===== src/hdl/cdo_pkg.sv =====
// Shared types, constants and calendar functions for the date offset unit.
// No dependencies; used by cdo_ctrl, cdo_datapath and the top level.
package cdo_pkg;

   localparam int DATE_W   = 23;
   localparam int DOFF_W   = 16;
   localparam int MOFF_W   = 13;
   localparam int YOFF_W   = 13;
   localparam int YEAR_W   = 16;   // signed working year
   localparam int MONTH_W  = 14;   // signed working month before wrap
   localparam int DAY_W    = 17;   // signed working day

   localparam logic signed [YEAR_W-1:0]  YEAR_BIAS    = 16'sd4096;
   localparam logic signed [YEAR_W-1:0]  CYCLE_YEARS  = 16'sd400;
   localparam logic signed [YEAR_W-1:0]  COARSE_YEARS = 16'sd3200;
   localparam logic signed [MONTH_W-1:0] MONTHS       = 14'sd12;
   localparam logic signed [MONTH_W-1:0] COARSE_MONTHS = 14'sd96;

   typedef struct packed {
      logic load;
      logic reduce_step;
      logic wrap_step;
      logic walk_step;
      logic capture;
   } cmd_type;

   typedef struct packed {
      logic bypass;
      logic reduce_done;
      logic wrap_done;
      logic walk_done;
   } stat_type;

   // leap test on the year taken modulo 400 (0..399)
   function automatic logic is_leap(input logic [8:0] ym);
      is_leap = (ym[1:0] == 2'd0) && (ym != 9'd100) && (ym != 9'd200) && (ym != 9'd300);
   endfunction

   function automatic logic [4:0] days_of(input logic [3:0] month, input logic leap);
      logic [4:0] n;
      case (month)
         4'd1, 4'd3, 4'd5, 4'd7, 4'd8, 4'd10, 4'd12: n = 5'd31;
         4'd4, 4'd6, 4'd9, 4'd11:                    n = 5'd30;
         4'd2:                                       n = leap ? 5'd29 : 5'd28;
         default:                                    n = 5'd0;
      endcase
      days_of = n;
   endfunction

endpackage


===== src/hdl/cdo_ctrl.sv =====
// Sequencer for the date offset unit: reduce year mod 400, wrap month,
// walk day month by month, then capture; with all offsets zero it captures at once. Depends on cdo_pkg.
module cdo_ctrl (
   input  logic              clock,
   input  logic              reset,
   input  logic              start,
   input  cdo_pkg::stat_type stat,
   output cdo_pkg::cmd_type  cmd,
   output logic              busy,
   output logic              rsp_strobe
);

   typedef enum logic [1:0] {
      ST_IDLE,
      ST_REDUCE,
      ST_WRAP,
      ST_WALK
   } state_type;

   state_type state_ff, state_in;
   logic      strobe_ff, strobe_in;

   always_comb begin
      state_in  = state_ff;
      strobe_in = 1'b0;
      cmd       = '0;
      case (state_ff)
         ST_IDLE: begin
            if (start) begin
               cmd.load = 1'b1;
               state_in = ST_REDUCE;
            end
         end
         ST_REDUCE: begin
            if (stat.bypass) begin
               cmd.capture = 1'b1;
               strobe_in   = 1'b1;
               state_in    = ST_IDLE;
            end else if (stat.reduce_done) begin
               state_in = ST_WRAP;
            end else begin
               cmd.reduce_step = 1'b1;
            end
         end
         ST_WRAP: begin
            if (stat.wrap_done) state_in = ST_WALK;
            else cmd.wrap_step = 1'b1;
         end
         ST_WALK: begin
            if (stat.walk_done) begin
               cmd.capture = 1'b1;
               strobe_in   = 1'b1;
               state_in    = ST_IDLE;
            end else begin
               cmd.walk_step = 1'b1;
            end
         end
         default: state_in = ST_IDLE;
      endcase
   end

   always_ff @(posedge clock) begin
      if (reset) begin
         state_ff  <= ST_IDLE;
         strobe_ff <= 1'b0;
      end else begin
         state_ff  <= state_in;
         strobe_ff <= strobe_in;
      end
   end

   assign busy       = (state_ff != ST_IDLE);
   assign rsp_strobe = strobe_ff;

endmodule


===== src/hdl/cdo_datapath.sv =====
// Working registers for year, year mod 400, month and day, with the
// per-cycle reduce, wrap and walk steps. Depends on cdo_pkg.
module cdo_datapath (
   input  logic                          clock,
   input  cdo_pkg::cmd_type              cmd,
   input  logic [cdo_pkg::DATE_W-1:0]    req_packed_date,
   input  logic [cdo_pkg::DOFF_W-1:0]    req_day_offset,
   input  logic [cdo_pkg::MOFF_W-1:0]    req_month_offset,
   input  logic [cdo_pkg::YOFF_W-1:0]    req_year_offset,
   output cdo_pkg::stat_type             stat,
   output logic [cdo_pkg::DATE_W-1:0]    rsp_result_date,
   output logic                          rsp_year_overflow
);

   logic signed [cdo_pkg::YEAR_W-1:0]  year_ff, year_in;
   logic signed [cdo_pkg::YEAR_W-1:0]  ymod_ff, ymod_in;   // year mod 400 once reduced
   logic signed [cdo_pkg::MONTH_W-1:0] month_ff, month_in;
   logic signed [cdo_pkg::DAY_W-1:0]   day_ff, day_in;
   logic [cdo_pkg::DATE_W-1:0]         raw_ff;
   logic                               bypass_ff;
   logic [cdo_pkg::DATE_W-1:0]         result_ff, result_in;
   logic                               ovf_ff, ovf_in;

   logic signed [cdo_pkg::YEAR_W-1:0]  year_load;
   logic [8:0]                         ym, ym_inc, ym_dec, ym_inc8, ym_dec8;
   logic [3:0]                         mon4, prev_mon;
   logic [4:0]                         len_cur, len_prev;
   logic signed [cdo_pkg::YEAR_W-1:0]  biased;

   assign year_load = $signed({2'b00, req_packed_date[22:9]}) - cdo_pkg::YEAR_BIAS
                      + $signed({{3{req_year_offset[12]}}, req_year_offset});

   assign ym      = ymod_ff[8:0];
   assign ym_inc  = (ym == 9'd399) ? 9'd0 : ym + 9'd1;
   assign ym_dec  = (ym == 9'd0) ? 9'd399 : ym - 9'd1;
   assign ym_inc8 = (ym >= 9'd392) ? ym - 9'd392 : ym + 9'd8;
   assign ym_dec8 = (ym < 9'd8) ? ym + 9'd392 : ym - 9'd8;

   assign mon4     = month_ff[3:0];
   assign prev_mon = (mon4 == 4'd1) ? 4'd12 : mon4 - 4'd1;
   assign len_cur  = cdo_pkg::days_of(mon4, cdo_pkg::is_leap(ym));
   assign len_prev = cdo_pkg::days_of(prev_mon,
                        cdo_pkg::is_leap((mon4 == 4'd1) ? ym_dec : ym));

   assign stat.bypass      = bypass_ff;
   assign stat.reduce_done = (ymod_ff >= 0) && (ymod_ff < cdo_pkg::CYCLE_YEARS);
   assign stat.wrap_done   = (month_ff >= 1) && (month_ff <= cdo_pkg::MONTHS);
   assign stat.walk_done   = (day_ff >= 1) && (day_ff <= $signed({12'd0, len_cur}));

   assign biased = year_ff + cdo_pkg::YEAR_BIAS;

   always_comb begin
      year_in   = year_ff;
      ymod_in   = ymod_ff;
      month_in  = month_ff;
      day_in    = day_ff;
      result_in = result_ff;
      ovf_in    = ovf_ff;
      if (cmd.load) begin
         year_in  = year_load;
         ymod_in  = year_load;
         month_in = $signed({10'd0, req_packed_date[8:5]})
                    + $signed({req_month_offset[12], req_month_offset});
         day_in   = $signed({12'd0, req_packed_date[4:0]})
                    + $signed({req_day_offset[15], req_day_offset});
      end
      if (cmd.reduce_step) begin
         if (ymod_ff >= cdo_pkg::COARSE_YEARS)      ymod_in = ymod_ff - cdo_pkg::COARSE_YEARS;
         else if (ymod_ff >= cdo_pkg::CYCLE_YEARS)  ymod_in = ymod_ff - cdo_pkg::CYCLE_YEARS;
         else if (ymod_ff < -cdo_pkg::COARSE_YEARS) ymod_in = ymod_ff + cdo_pkg::COARSE_YEARS;
         else                                       ymod_in = ymod_ff + cdo_pkg::CYCLE_YEARS;
      end
      if (cmd.wrap_step) begin
         // eight years at a time while far out of range
         if (month_ff > cdo_pkg::COARSE_MONTHS + cdo_pkg::MONTHS) begin
            month_in = month_ff - cdo_pkg::COARSE_MONTHS;
            year_in  = year_ff + 16'sd8;
            ymod_in  = $signed({7'd0, ym_inc8});
         end else if (month_ff > cdo_pkg::MONTHS) begin
            month_in = month_ff - cdo_pkg::MONTHS;
            year_in  = year_ff + 16'sd1;
            ymod_in  = $signed({7'd0, ym_inc});
         end else if (month_ff < -cdo_pkg::COARSE_MONTHS) begin
            month_in = month_ff + cdo_pkg::COARSE_MONTHS;
            year_in  = year_ff - 16'sd8;
            ymod_in  = $signed({7'd0, ym_dec8});
         end else begin
            month_in = month_ff + cdo_pkg::MONTHS;
            year_in  = year_ff - 16'sd1;
            ymod_in  = $signed({7'd0, ym_dec});
         end
      end
      if (cmd.walk_step) begin
         if (day_ff > $signed({12'd0, len_cur})) begin
            day_in = day_ff - $signed({12'd0, len_cur});
            if (mon4 == 4'd12) begin
               month_in = 14'sd1;
               year_in  = year_ff + 16'sd1;
               ymod_in  = $signed({7'd0, ym_inc});
            end else begin
               month_in = month_ff + 14'sd1;
            end
         end else begin
            // day below one: borrow the previous month's length
            day_in   = day_ff + $signed({12'd0, len_prev});
            month_in = $signed({10'd0, prev_mon});
            if (mon4 == 4'd1) begin
               year_in = year_ff - 16'sd1;
               ymod_in = $signed({7'd0, ym_dec});
            end
         end
      end
      if (cmd.capture) begin
         if (bypass_ff) begin
            result_in = raw_ff;
            ovf_in    = 1'b0;
         end else begin
            result_in = {biased[13:0], mon4, day_ff[4:0]};
            ovf_in    = (biased[15:14] != 2'b00);
         end
      end
   end

   always_ff @(posedge clock) begin
      year_ff   <= year_in;
      ymod_ff   <= ymod_in;
      month_ff  <= month_in;
      day_ff    <= day_in;
      result_ff <= result_in;
      ovf_ff    <= ovf_in;
      if (cmd.load) begin
         raw_ff    <= req_packed_date;
         bypass_ff <= (req_day_offset == '0) && (req_month_offset == '0)
                      && (req_year_offset == '0);
      end
   end

   assign rsp_result_date   = result_ff;
   assign rsp_year_overflow = ovf_ff;

endmodule


===== src/hdl/calendar_date_offset_unit.sv =====
// Date offset unit: adds signed day, month and year offsets to a packed date.
// With all offsets zero the input date is returned unchanged; otherwise the
// year is reduced mod 400, the month is wrapped and the day is walked one
// month per step before capture. One word at a time.
// Synchronous active-high reset returns the sequencer to idle; results are
// strobed for one cycle and cannot be held off. Depends on cdo_pkg.
module calendar_date_offset_unit (
   input  logic                          clock,
   input  logic                          reset,
   input  logic                          start,
   output logic                          busy,
   input  logic [cdo_pkg::DATE_W-1:0]    req_packed_date,
   input  logic [cdo_pkg::DOFF_W-1:0]    req_day_offset,
   input  logic [cdo_pkg::MOFF_W-1:0]    req_month_offset,
   input  logic [cdo_pkg::YOFF_W-1:0]    req_year_offset,
   output logic                          rsp_strobe,
   output logic [cdo_pkg::DATE_W-1:0]    rsp_result_date,
   output logic                          rsp_year_overflow
);

   cdo_pkg::cmd_type  cmd;
   cdo_pkg::stat_type stat;

   cdo_ctrl u_ctrl (
      .clock      (clock),
      .reset      (reset),
      .start      (start),
      .stat       (stat),
      .cmd        (cmd),
      .busy       (busy),
      .rsp_strobe (rsp_strobe)
   );

   cdo_datapath u_dp (
      .clock             (clock),
      .cmd               (cmd),
      .req_packed_date   (req_packed_date),
      .req_day_offset    (req_day_offset),
      .req_month_offset  (req_month_offset),
      .req_year_offset   (req_year_offset),
      .stat              (stat),
      .rsp_result_date   (rsp_result_date),
      .rsp_year_overflow (rsp_year_overflow)
   );

`ifndef SYNTHESIS
   a_strobe_idle: assert property (@(posedge clock) disable iff (reset)
      rsp_strobe |-> !busy)
      else $error("result word strobed while still busy");

   a_start_busy: assert property (@(posedge clock) disable iff (reset)
      (start && !busy) |=> busy)
      else $error("accepted word did not make the unit busy");

   a_single_strobe: assert property (@(posedge clock) disable iff (reset)
      rsp_strobe |=> !rsp_strobe)
      else $error("result word strobed on consecutive cycles");

   a_capture_once: assert property (@(posedge clock) disable iff (reset)
      cmd.capture |-> (!cmd.walk_step && !cmd.wrap_step && !cmd.reduce_step))
      else $error("capture issued alongside a working step");
`endif

endmodule

===== config.mk =====
export PLATFORM = sky130hd
export DESIGN_NAME = calendar_date_offset_unit
export DESIGN_NICKNAME = d
export VERILOG_FILES = /design/src/hdl/cdo_pkg.sv /design/src/hdl/cdo_ctrl.sv /design/src/hdl/cdo_datapath.sv /design/src/hdl/calendar_date_offset_unit.sv
export SDC_FILE = /design/constraint.sdc
export NUM_CORES = 1
export LEC_CHECK = 0
export ABC_AREA = 1
export BUFFER_PORTS_ARGS = -buffer_cell sky130_fd_sc_hd__buf_2
export CORE_MARGIN = 1.5
export CORE_UTILIZATION = 60
export DETAILED_ROUTE_END_ITERATION = 6
export GPL_TIMING_DRIVEN = 0
export PLACE_DENSITY_LB_ADDON = 0.05
export SLEW_MARGIN = 10
export SYNTH_ARGS = -nofsm -noshare
export SYNTH_HDL_FRONTEND = slang
export SYNTH_SLANG_ARGS = --single-unit

===== constraint.sdc =====
create_clock -name clock -period 5.25 [get_ports clock]
set_clock_uncertainty 0.15 [all_clocks]
set_input_delay 0.7875 -clock clock [delete_from_list [all_inputs] [get_ports clock]]
set_output_delay 0.7875 -clock clock [all_outputs]
set_load 0.02 [all_outputs]

Yosys cells after proc, flatten, opt, wreduce, memory -nomap -nowiden
Cells that the tools add are included.

storage, ports and cells
  bits in registers = 114
  output and inout port bits = 26
  word-level logic and storage cells = 179

operators by class
  $add $sub $neg = 27
  order comparisons = 15
  equal/unequal tests = 38
  muxes and demuxes = 62
  reductions and logical operators = 27

operator list
  kind                                                                 count
  2-to-1 mux 16 bit                                                    21
  2-to-1 mux 14 bit                                                    8
  2-to-1 mux 9 bit                                                     6
  2-to-1 mux 17 bit                                                    3
  == test 4 bit (second input constant)                                10
  == test 4 x 3 -> 1 bit (second input constant)                       8
  one-hot mux 5 bit (3 select lines)                                   2
  logical NOT 13 bit                                                   2
  2-to-1 mux 23 bit                                                    1
  != test 9 x 7 -> 1 bit (second input constant)                       2
  != test 9 x 8 -> 1 bit (second input constant)                       2
  != test 9 bit (second input constant)                                2
  adder 17 x 6 -> 17 bit                                               1
  adder 6 x 16 -> 17 bit                                               1
  greater-or-equal comparator 17 x 2 -> 1 bit (second input constant)  1
  > comparator 17 x 6 -> 1 bit                                         1
  less-or-equal comparator 17 x 6 -> 1 bit                             1
  subtractor 17 x 6 -> 17 bit                                          1
  adder 15 x 13 -> 16 bit                                              1
  adder 16 x 10 -> 16 bit (second input constant)                      1
  adder 16 x 13 -> 16 bit (second input constant)                      1
  adder 16 x 14 -> 16 bit (second input constant)                      1
  adder 16 x 2 -> 16 bit (second input constant)                       1
  adder 16 x 5 -> 16 bit (second input constant)                       1
  other kinds (51)                                                     90

Longest topological paths before layout
Gate-level depths: netlist (run 1).

  depth in word-level cells = 12
  depth in mapped cells = 28
  gate-level depth less buffers = 26

Cells and area by module
Synthesis (run 1) repeated with hierarchy kept, for this count alone.

unflattened totals
  cells, all modules = 2078
  area total of the unflattened synthesis = 13061.3 um2

modules (own cells, without submodules)
  module        times used  cells an instance  area each (um2)  seq. area each (um2)
  cdo_datapath  1           2039               12807.3          3012.9
  cdo_ctrl      1           39                 254.0            60.1

Worst setup path after synthesis (run 1)
No wires, ideal clock.

  path type = reg-to-reg
  start = register u_dp.month_ff[2] (netlist bit)
  end = register u_dp.result_ff (netlist bit u_dp.rsp_result_date[0]) (enable)
  data arrival time = 3.734 ns
  required time = 4.684 ns
  setup slack = 0.951 ns
  cell stages (with the launch flop) = 15
  buffers on the path = 1
  cell sequence = edfxtp_1 inv_1 ha_1 buf_2 o22ai_1 nand3_1 nor3_1 ha_1 a21oi_1 nand2_1 a21oi_4 nand3_2 nand2_4 nand2_4 o22ai_1

RTL lines
  element                 RTL line             source
  start, declared         cdo_datapath.sv:17   logic signed [cdo_pkg::MONTH_W-1:0] month_ff, month_in;
  start signal, assigned  cdo_datapath.sv:127  month_ff <= month_in;
  end signal, assigned    cdo_datapath.sv:129  result_ff <= result_in;
  end, declared           cdo_datapath.sv:21   logic [cdo_pkg::DATE_W-1:0] result_ff, result_in;

Final worst setup path (run 1)
  start = register u_dp.month_ff[2] (netlist bit)
  end = register u_dp.day_ff[12] (netlist bit), data pin

between the ends
  longest elaborated chain between the ends = 11
  elaborated cells between the ends (all ways) = 50
  classes of those cells = add/sub (3); order compare (2); eq/ne (27); mux (9); reduce/logical (9)

ends and longest elaborated chain
  element                                                          RTL line             source
  branches (longest 10 deep; another with adder 17 x 6 -> 17 bit)  --
  2-to-1 mux 17 bit (*)                                            cdo_datapath.sv:93   if (cmd.walk_step) begin
  named net u_dp.day_in, one bit                                   cdo_datapath.sv:18   logic signed [cdo_pkg::DAY_W-1:0] day_ff, day_in;
  end signal, assigned                                             cdo_datapath.sv:128  day_ff <= day_in;
  end, declared                                                    cdo_datapath.sv:18

Mark *: on every way through the listed nets, which the timed path passes.
A chain may end at the register's enable or synchronous reset.

==> results of run 1 <==
==> placed cells by master (no fill, tap or decap), drive strengths merged, types with 4 or more instances in the layout <==
master / instances
or2: 6
a21oi: 107
fa: 5
nand4: 34
a31oi: 6
buf: 151
xnor2: 19
o21bai: 7
xor2: 96
nor3: 30
o2111ai: 4
nand3: 199
nor2: 186
o31ai: 6
dfxtp: 35
o21ai: 165
edfxtp: 79
ha: 71
o211ai: 33
nand2: 611
nand3b: 5
nor4: 13
inv: 210
clkbuf: 41
o22ai: 9
clkinv: 4
==> registers in the layout, summed over array words and instances (netlist names), named ones only <==
name                    count
u_dp.month_ff              14
u_dp.year_ff               16
u_dp.rsp_result_date       23
u_dp.bypass_ff              1
u_dp.raw_ff                23
u_dp.day_ff                17
u_dp.rsp_year_overflow      1
u_dp.ymod_ff               16
u_ctrl.state_ff             1
u_ctrl.rsp_strobe           1
==> metal layers <==
layer,GRT usage [%],up-vias,part of all wire (%)
li1,-,6951,-
met1,51.6,6768,38
met2,68.2,934,45
met3,9.45,260,10
met4,28.7,0,6.9
met5,0,-,0
==> worst paths after layout <==
kind | start | endpoint | slack, ns | cells after the start
min | flip-flop | flip-flop | 0.36 | 2
min reg2reg | flip-flop | flip-flop | 0.36 | 2
max reg2reg | u_dp.month_ff[2]$_DFFE_PP_ | u_dp.day_ff[12]$_DFFE_PP_ | 0.27 | 21
max | u_dp.month_ff[2]$_DFFE_PP_ | u_dp.day_ff[12]$_DFFE_PP_ | 0.27 | 21
==> metrics by stage <==
step / utilization (%) / cell area, µm² / power (mW)
6_report: 68.1 / 14300 / 8.95
3_5_place_dp: 65.1 / 13700 / 7.42
4_1_cts: 68.0 / 14300 / 8.71
5_1_grt: 68.1 / 14300 / 9.56
3_3_place_gp: 64.9 / 13600 / 7.29
2_1_floorplan: - / 12800 / 5.82
==> logic make-up (layout without fill, tap and decap cells) <==
kind of cell,after synthesis,count (layout)
and+or+nand+nor,1089,1089
adders and majority gates,76,76
DFF,114,114
xor gates and xnor gates,115,115
buffers and inverters,286,412
AOI/OAI and AO/OA,343,343
==> timing repair <==
action                     CTS  global route
gates resized for setup      1             6
setup endpoints to repair   17            23
setup buffers                0             0
hold buffers                 0             0
==> report_power, final <==
group / internal, mW / switching [mW]
Clock: 0.761 / 0.513
Combinational: 1.87 / 4.14
Sequential: 1.38 / 0.296
Total: 4.00 / 4.95
==> area by class of cell <==
cell class | instances | area (µm²)
sequential | 114 | 3070
clock inverter | 15 | 195
timing repair buffer | 95 | 500
fill | 1976 | 6710
inverter | 205 | 778
buffer | 80 | 399
multi-input combinational | 1623 | 8600
clock buffer | 17 | 425
tap | 275 | 344
==> critical path: stages (launching register included) <==
cell	delay, ns
edfxtp_1	0.52
inv_1	0.25
ha_1	0.25
buf_2	0.17
nand2_2	0.20
inv_2	0.12
nor3_2	0.38
nand3_1	0.26
nor2_1	0.16
nand3_1	0.14
nand2_1	0.10
ha_1	0.19
inv_1	0.08
fa_1	0.44
o21ai_1	0.31
nand2_1	0.11
a211oi_1	0.37
nand2_1	0.08
o21ai_0	0.15
nand2_1	0.12
nand3_1	0.10
nand2_1	0.06
==> results.tsv, run 1 <==
metric	value	unit
outcome	finished, violations left	
wire per inst	19.5	µm
initial antenna violation count	0	
port buffer count	93	
diode count	0	
synth top area cells	edfxtp_1 (18%), nand2_1 (17%), nand3_1 (7.6%)	
vias per cell	6.15	
via total after detailed routing	14900	
CP required	5.29	ns
Placed Cells	2393	
max_cap viols	0	
Post-Syn Area	12800	µm²
Worst Hold Class	reg2reg	
final setup fails	0	
most frequent cell after synthesis	nand2_1	
Ports	94	
simple-gate portion of the synthesized area	36.5	%
Crit path arrival time	5.02	ns
compound-gate portion of the synthesized area	14.8	%
Tcrit/Tclk final	94.9	%
Post-synth ARST share	0	%
synth warn	0	
Fin Setup TNS	0	ns
H-tree depth	4	
WHS	0.358	ns
Starting Density	61.0	%
Worst Setup End Kind	flip-flop	
row count	53	
clk sinks	114	
slew margin rel.	48.6	%
chip height	149	µm
pwr dens	626	nW/µm²
RSZ-0062 raised after global routing	false	
initial DRC count	1541	
Tot GR Track Use	42.7	%
largest net degree at the start of global routing	29	
post-synthesis sequential area ratio	24.0	%
cell count after synthesis	2023	
#FFs+latches synth	114	
DR pass1 iterations	7	
most instantiated cells after synthesis	nand2_1 (595), nand3_1 (196), inv_1 (179)	
worst-path fanout max	10	
Slew Viols, Final	0	
post-synthesis cell type count	49	
Core ar.	21000	µm²
syn nets	2167	
Overflow after GRT	0	
fin cells	2424	
final hold vios	0	
first-pass GRT wire length	73100	µm
DIE AREA	22300	µm²
Peak Freq	0.201	GHz
post-synthesis mux area share	0	%
Final ANT Viol Nets	0	
nature of the critical path startpoint	flip-flop	
worst setup slack after layout	0.268	ns
biggest area consumer among synthesized cells	edfxtp_1	
Adder-Cell Fraction of Synth Area	7.70	%
GPL Wtd Cong	1.03	
CP Class	reg2reg	
synthesized area per cell	6.34	µm²
Slew @ Worst Pin	0.765	ns
Worst-Skew Late Latency	0.44	ns
XOR/XNOR Fraction of Synth Area	7.85	%
dpl hpwl	36300	µm
CTS root buffer	clkbuf_16	
cts bufs inserted	17	
Die X-Extent	149	µm
post-place setup slack	-0.0492	ns
DRC	19	
ys flop type	edfxtp_1	
Area Overhead vs Synth	11.6	%
crit path time final	4.98	ns
DRT Wirelength	47400	µm
layout cell share with drive strength beyond 1	11.8	%
failing checks	design-rule violations	
Pleak	6.80	nW
largest family of logic cells by synthesized area	simple AND/OR/NAND/NOR gates	
TritonCTS clock tree	yes	
Nets	2280	
worst ir drop on vdd	370	µV
clk slew on worst S/H paths	0.06	ns
area share of the largest cell type after synthesis	18.5	%
number of flops mapped to enable cells by yosys	79	
vias in the first global route	13700	
clock buffer depth	2	
(Power assumes the default switching activity.)
==> run 2, diff against run 1 <==
--- a/config.mk
+++ b/config.mk
@@ -6,7 +6,7 @@
 export NUM_CORES = 1
 export LEC_CHECK = 0
 export ABC_AREA = 1
-export BUFFER_PORTS_ARGS = -buffer_cell sky130_fd_sc_hd__buf_2
+export BUFFER_PORTS_ARGS = -buffer_cell sky130_fd_sc_hd__buf_4
 export CORE_MARGIN = 1.5
 export CORE_UTILIZATION = 60
 export DETAILED_ROUTE_END_ITERATION = 6
==> run 2 against run 1 <==
  * The flow still finishes with violations (design-rule violations)
  * Non-clock buffer count rose by 1
  * Critical path type unchanged
  * Sequential share of layout area fell by 0.32 points
  * Power barely moved
  * Sequential power barely moved
  * Highest routed layer unchanged
  * Worst hold slack improved by 0.0062 ns
  * Wire length rose by 1.5%
  * Setup slack got worse by 0.0068 ns
  * Register-to-register slack barely moved
==> results.tsv, run 2 (same netlist as run 1, synthesis figures left out) <==
metric	value	unit
outcome	finished, violations left	
failing checks	design-rule violations	
Slew @ Worst Pin	0.792	ns
initial DRC count	1798	
WHS	0.365	ns
Worst Setup End Kind	flip-flop	
worst ir drop on vdd	460	µV
RSZ-0062 raised after global routing	false	
final setup fails	0	
Int Pwr	4.03	mW
crit-path leading delay family	simple AND/OR/NAND/NOR gates	
Die X-Extent	149	µm
Peak Freq	0.200	GHz
most frequent cells in the layout	nand2_1 (594), nand3_1 (196), inv_1 (178), nor2_1 (177), o21ai_0 (149)	
met1 usage	51.9	%
Nets	2281	
WHS Path Cells	2	
Core ar.	21000	µm²
Pleak	6.87	nW
initial antenna violation count	0	
dpl hpwl	36700	µm
H-tree depth	4	
largest net degree at the start of global routing	33	
clk sinks	114	
port buffer count	93	
Ports	94	
layout cell share with drive strength beyond 1	11.7	%
slew margin rel.	46.8	%
worst-path fanout max	17	
GRT met2 Usage	69.8	%
DRC	1	
Placed Cells	2393	
TritonCTS clock tree	yes	
Worst-Skew Late Latency	0.43	ns
flop2flop setup slack	0.26	ns
Gate power share	67.5	%
DRT Wirelength	48100	µm
crit path time final	4.99	ns
Sw Share	55.0	%
RR Startpoint	u_dp.month_ff[3]$_DFFE_PP_	
register share of total power	18.8	%
slowest stage delay, CP	0.59	ns
GPL Wtd Cong	1.04	
Crit path arrival time	4.88	ns
Tot GR Track Use	43.2	%
diode count	0	
first-pass GRT wire length	74200	µm
clock buffer depth	2	
reg2reg end	u_dp.day_ff[13]$_DFFE_PP_	
final hold vios	0	
CTS root buffer	clkbuf_16	
row count	53	
Fillers	1913	
Slowest cell on crit path	buf_1	
crit path buf inv count	3	
DIE AREA	22300	µm²
Worst Hold Class	reg2reg	
CP Class	reg2reg	
clk slew on worst S/H paths	0.07	ns
GRT Max-Usage Layer	met2	
cts bufs inserted	17	
most common cell after layout, fill and taps aside	nand2_1	
cells along the critical path	inv_1 -> ha_1 -> buf_2 -> o22ai_1 -> nand3_1 -> nor3_1 -> ha_1 -> a21oi_1 -> nand2_1 -> a21oi_4 -> nand3_2 -> nand2_4 -> nand2_4 -> nand2_4 -> buf_1 -> nand2_2	
via total after detailed routing	14900	
nature of the critical path startpoint	flip-flop	
max_cap viols	0	
fin cells	2425	
Final ANT Viol Nets	0	
Top cell by count, worst path	nand2_4	
CP required	5.14	ns
Overflow after GRT	0	
pwr dens	617	nW/µm²
Starting Density	61.0	%
vias per cell	6.16	
DR pass1 iterations	7	
clock share of power	13.7	%
Area Overhead vs Synth	13.3	%
chip height	149	µm
wire per inst	19.8	µm
Net Switching	4.93	mW
vias in the first global route	14100	
worst r2r path cells	16	
grt met3 use	8.23	%
Slew Viols, Final	0	
Tcrit/Tclk final	95.0	%
==> run 2: cell types whose count changed in the layout (fill, tap and decap cells not counted), sizes merged <==
cell / delta
buf: +1
clkinv: +3
inv: -7
clkbuf: +3
clkinvlp: +1
==> run 2: worst register-to-register path, cell delays in order (launching register included) <==
cell and delay [ns]:
edfxtp_1 0.53, inv_1 0.22, ha_1 0.23, buf_2 0.18, o22ai_1 0.18, nand3_1 0.14
nor3_1 0.46, ha_1 0.39, a21oi_1 0.16, nand2_1 0.12, a21oi_4 0.23, nand3_2 0.12
nand2_4 0.15, nand2_4 0.08, nand2_4 0.14, buf_1 0.59, nand2_2 0.50
==> run 2: worst max-delay path by stage <==
stage / from / endpoint / slack (ns) / cells past startpoint
2_1_floorplan: u_dp.month_ff[2]$_DFFE_PP_ / u_dp.rsp_result_date[0]$_DFFE_PP_ / 0.95 / 14
3_3_place_gp: u_dp.month_ff[2]$_DFFE_PP_ / u_dp.rsp_result_date[2]$_DFFE_PP_ / -0.17 / 14
3_5_place_dp: u_dp.month_ff[2]$_DFFE_PP_ / u_dp.day_ff[12]$_DFFE_PP_ / -0.03 / 21
4_1_cts: u_dp.ymod_ff[5]$_DFF_P_ / u_dp.day_ff[12]$_DFFE_PP_ / 0.08 / 26
5_1_grt: u_dp.month_ff[0]$_DFFE_PP_ / u_dp.day_ff[13]$_DFFE_PP_ / 0.06 / 15
6_report: u_dp.month_ff[3]$_DFFE_PP_ / u_dp.day_ff[13]$_DFFE_PP_ / 0.26 / 16
==> run 2: per-layer routing <==
| metal | up-vias | routed length, µm |
|---|---|---|
| li1 | 6965 | - |
| met4 | 0 | 3560 |
| met5 | - | 0 |
| met1 | 6709 | 17700 |
| met3 | 272 | 5200 |
| met2 | 997 | 21600 |
==> run 2: cell type report <==
| class | count | area (µm²) | area share (%) |
|---|---|---|---|
| multi-input combinational | 1623 | 8600 | 59.2 |
| sequential | 114 | 3070 | 21.1 |
| inverter | 205 | 778 | 5.36 |
| timing repair buffer | 95 | 733 | 5.05 |
| clock buffer | 20 | 437 | 3.01 |
| buffer | 81 | 403 | 2.77 |
| tap | 275 | 344 | 2.37 |
| clock inverter | 12 | 161 | 1.11 |
==> run 2: repair_timing <==
item	CTS	global route
hold buffers	0	0
buffers inserted	0	0
endpoints found under the hold margin	0	0
setup endpoints to repair	8	14
resized for setup	2	6
==> run 2: power groups by stage <==
| stage | sequential, mW | combinational [mW] | clock (mW) |
|---|---|---|---|
| 3_5_place_dp | 1.68 | 5.78 | 0 |
| 6_report | 1.68 | 6.05 | 1.23 |
| 5_1_grt | 1.70 | 6.60 | 1.25 |
| 4_1_cts | 1.66 | 5.83 | 1.22 |
| 3_3_place_gp | 1.67 | 5.65 | 0 |
| 2_1_floorplan | 1.64 | 4.18 | 0 |
==> run 2: per-stage QoR <==
step / TNS, ns / power, mW / setup slack [ns] / instance area (µm²) / util [%]
6_report: 0 / 8.96 / 0.261 / 14500 / 69.1
5_1_grt: 0 / 9.56 / 0.0601 / 14500 / 69.1
4_1_cts: 0 / 8.72 / 0.0752 / 14500 / 69.1
3_5_place_dp: -0.0296 / 7.46 / -0.0296 / 13900 / 66.2
3_3_place_gp: -3.96 / 7.32 / -0.166 / 13900 / 66.0
2_1_floorplan: 0 / 5.82 / 0.951 / 12800 / -
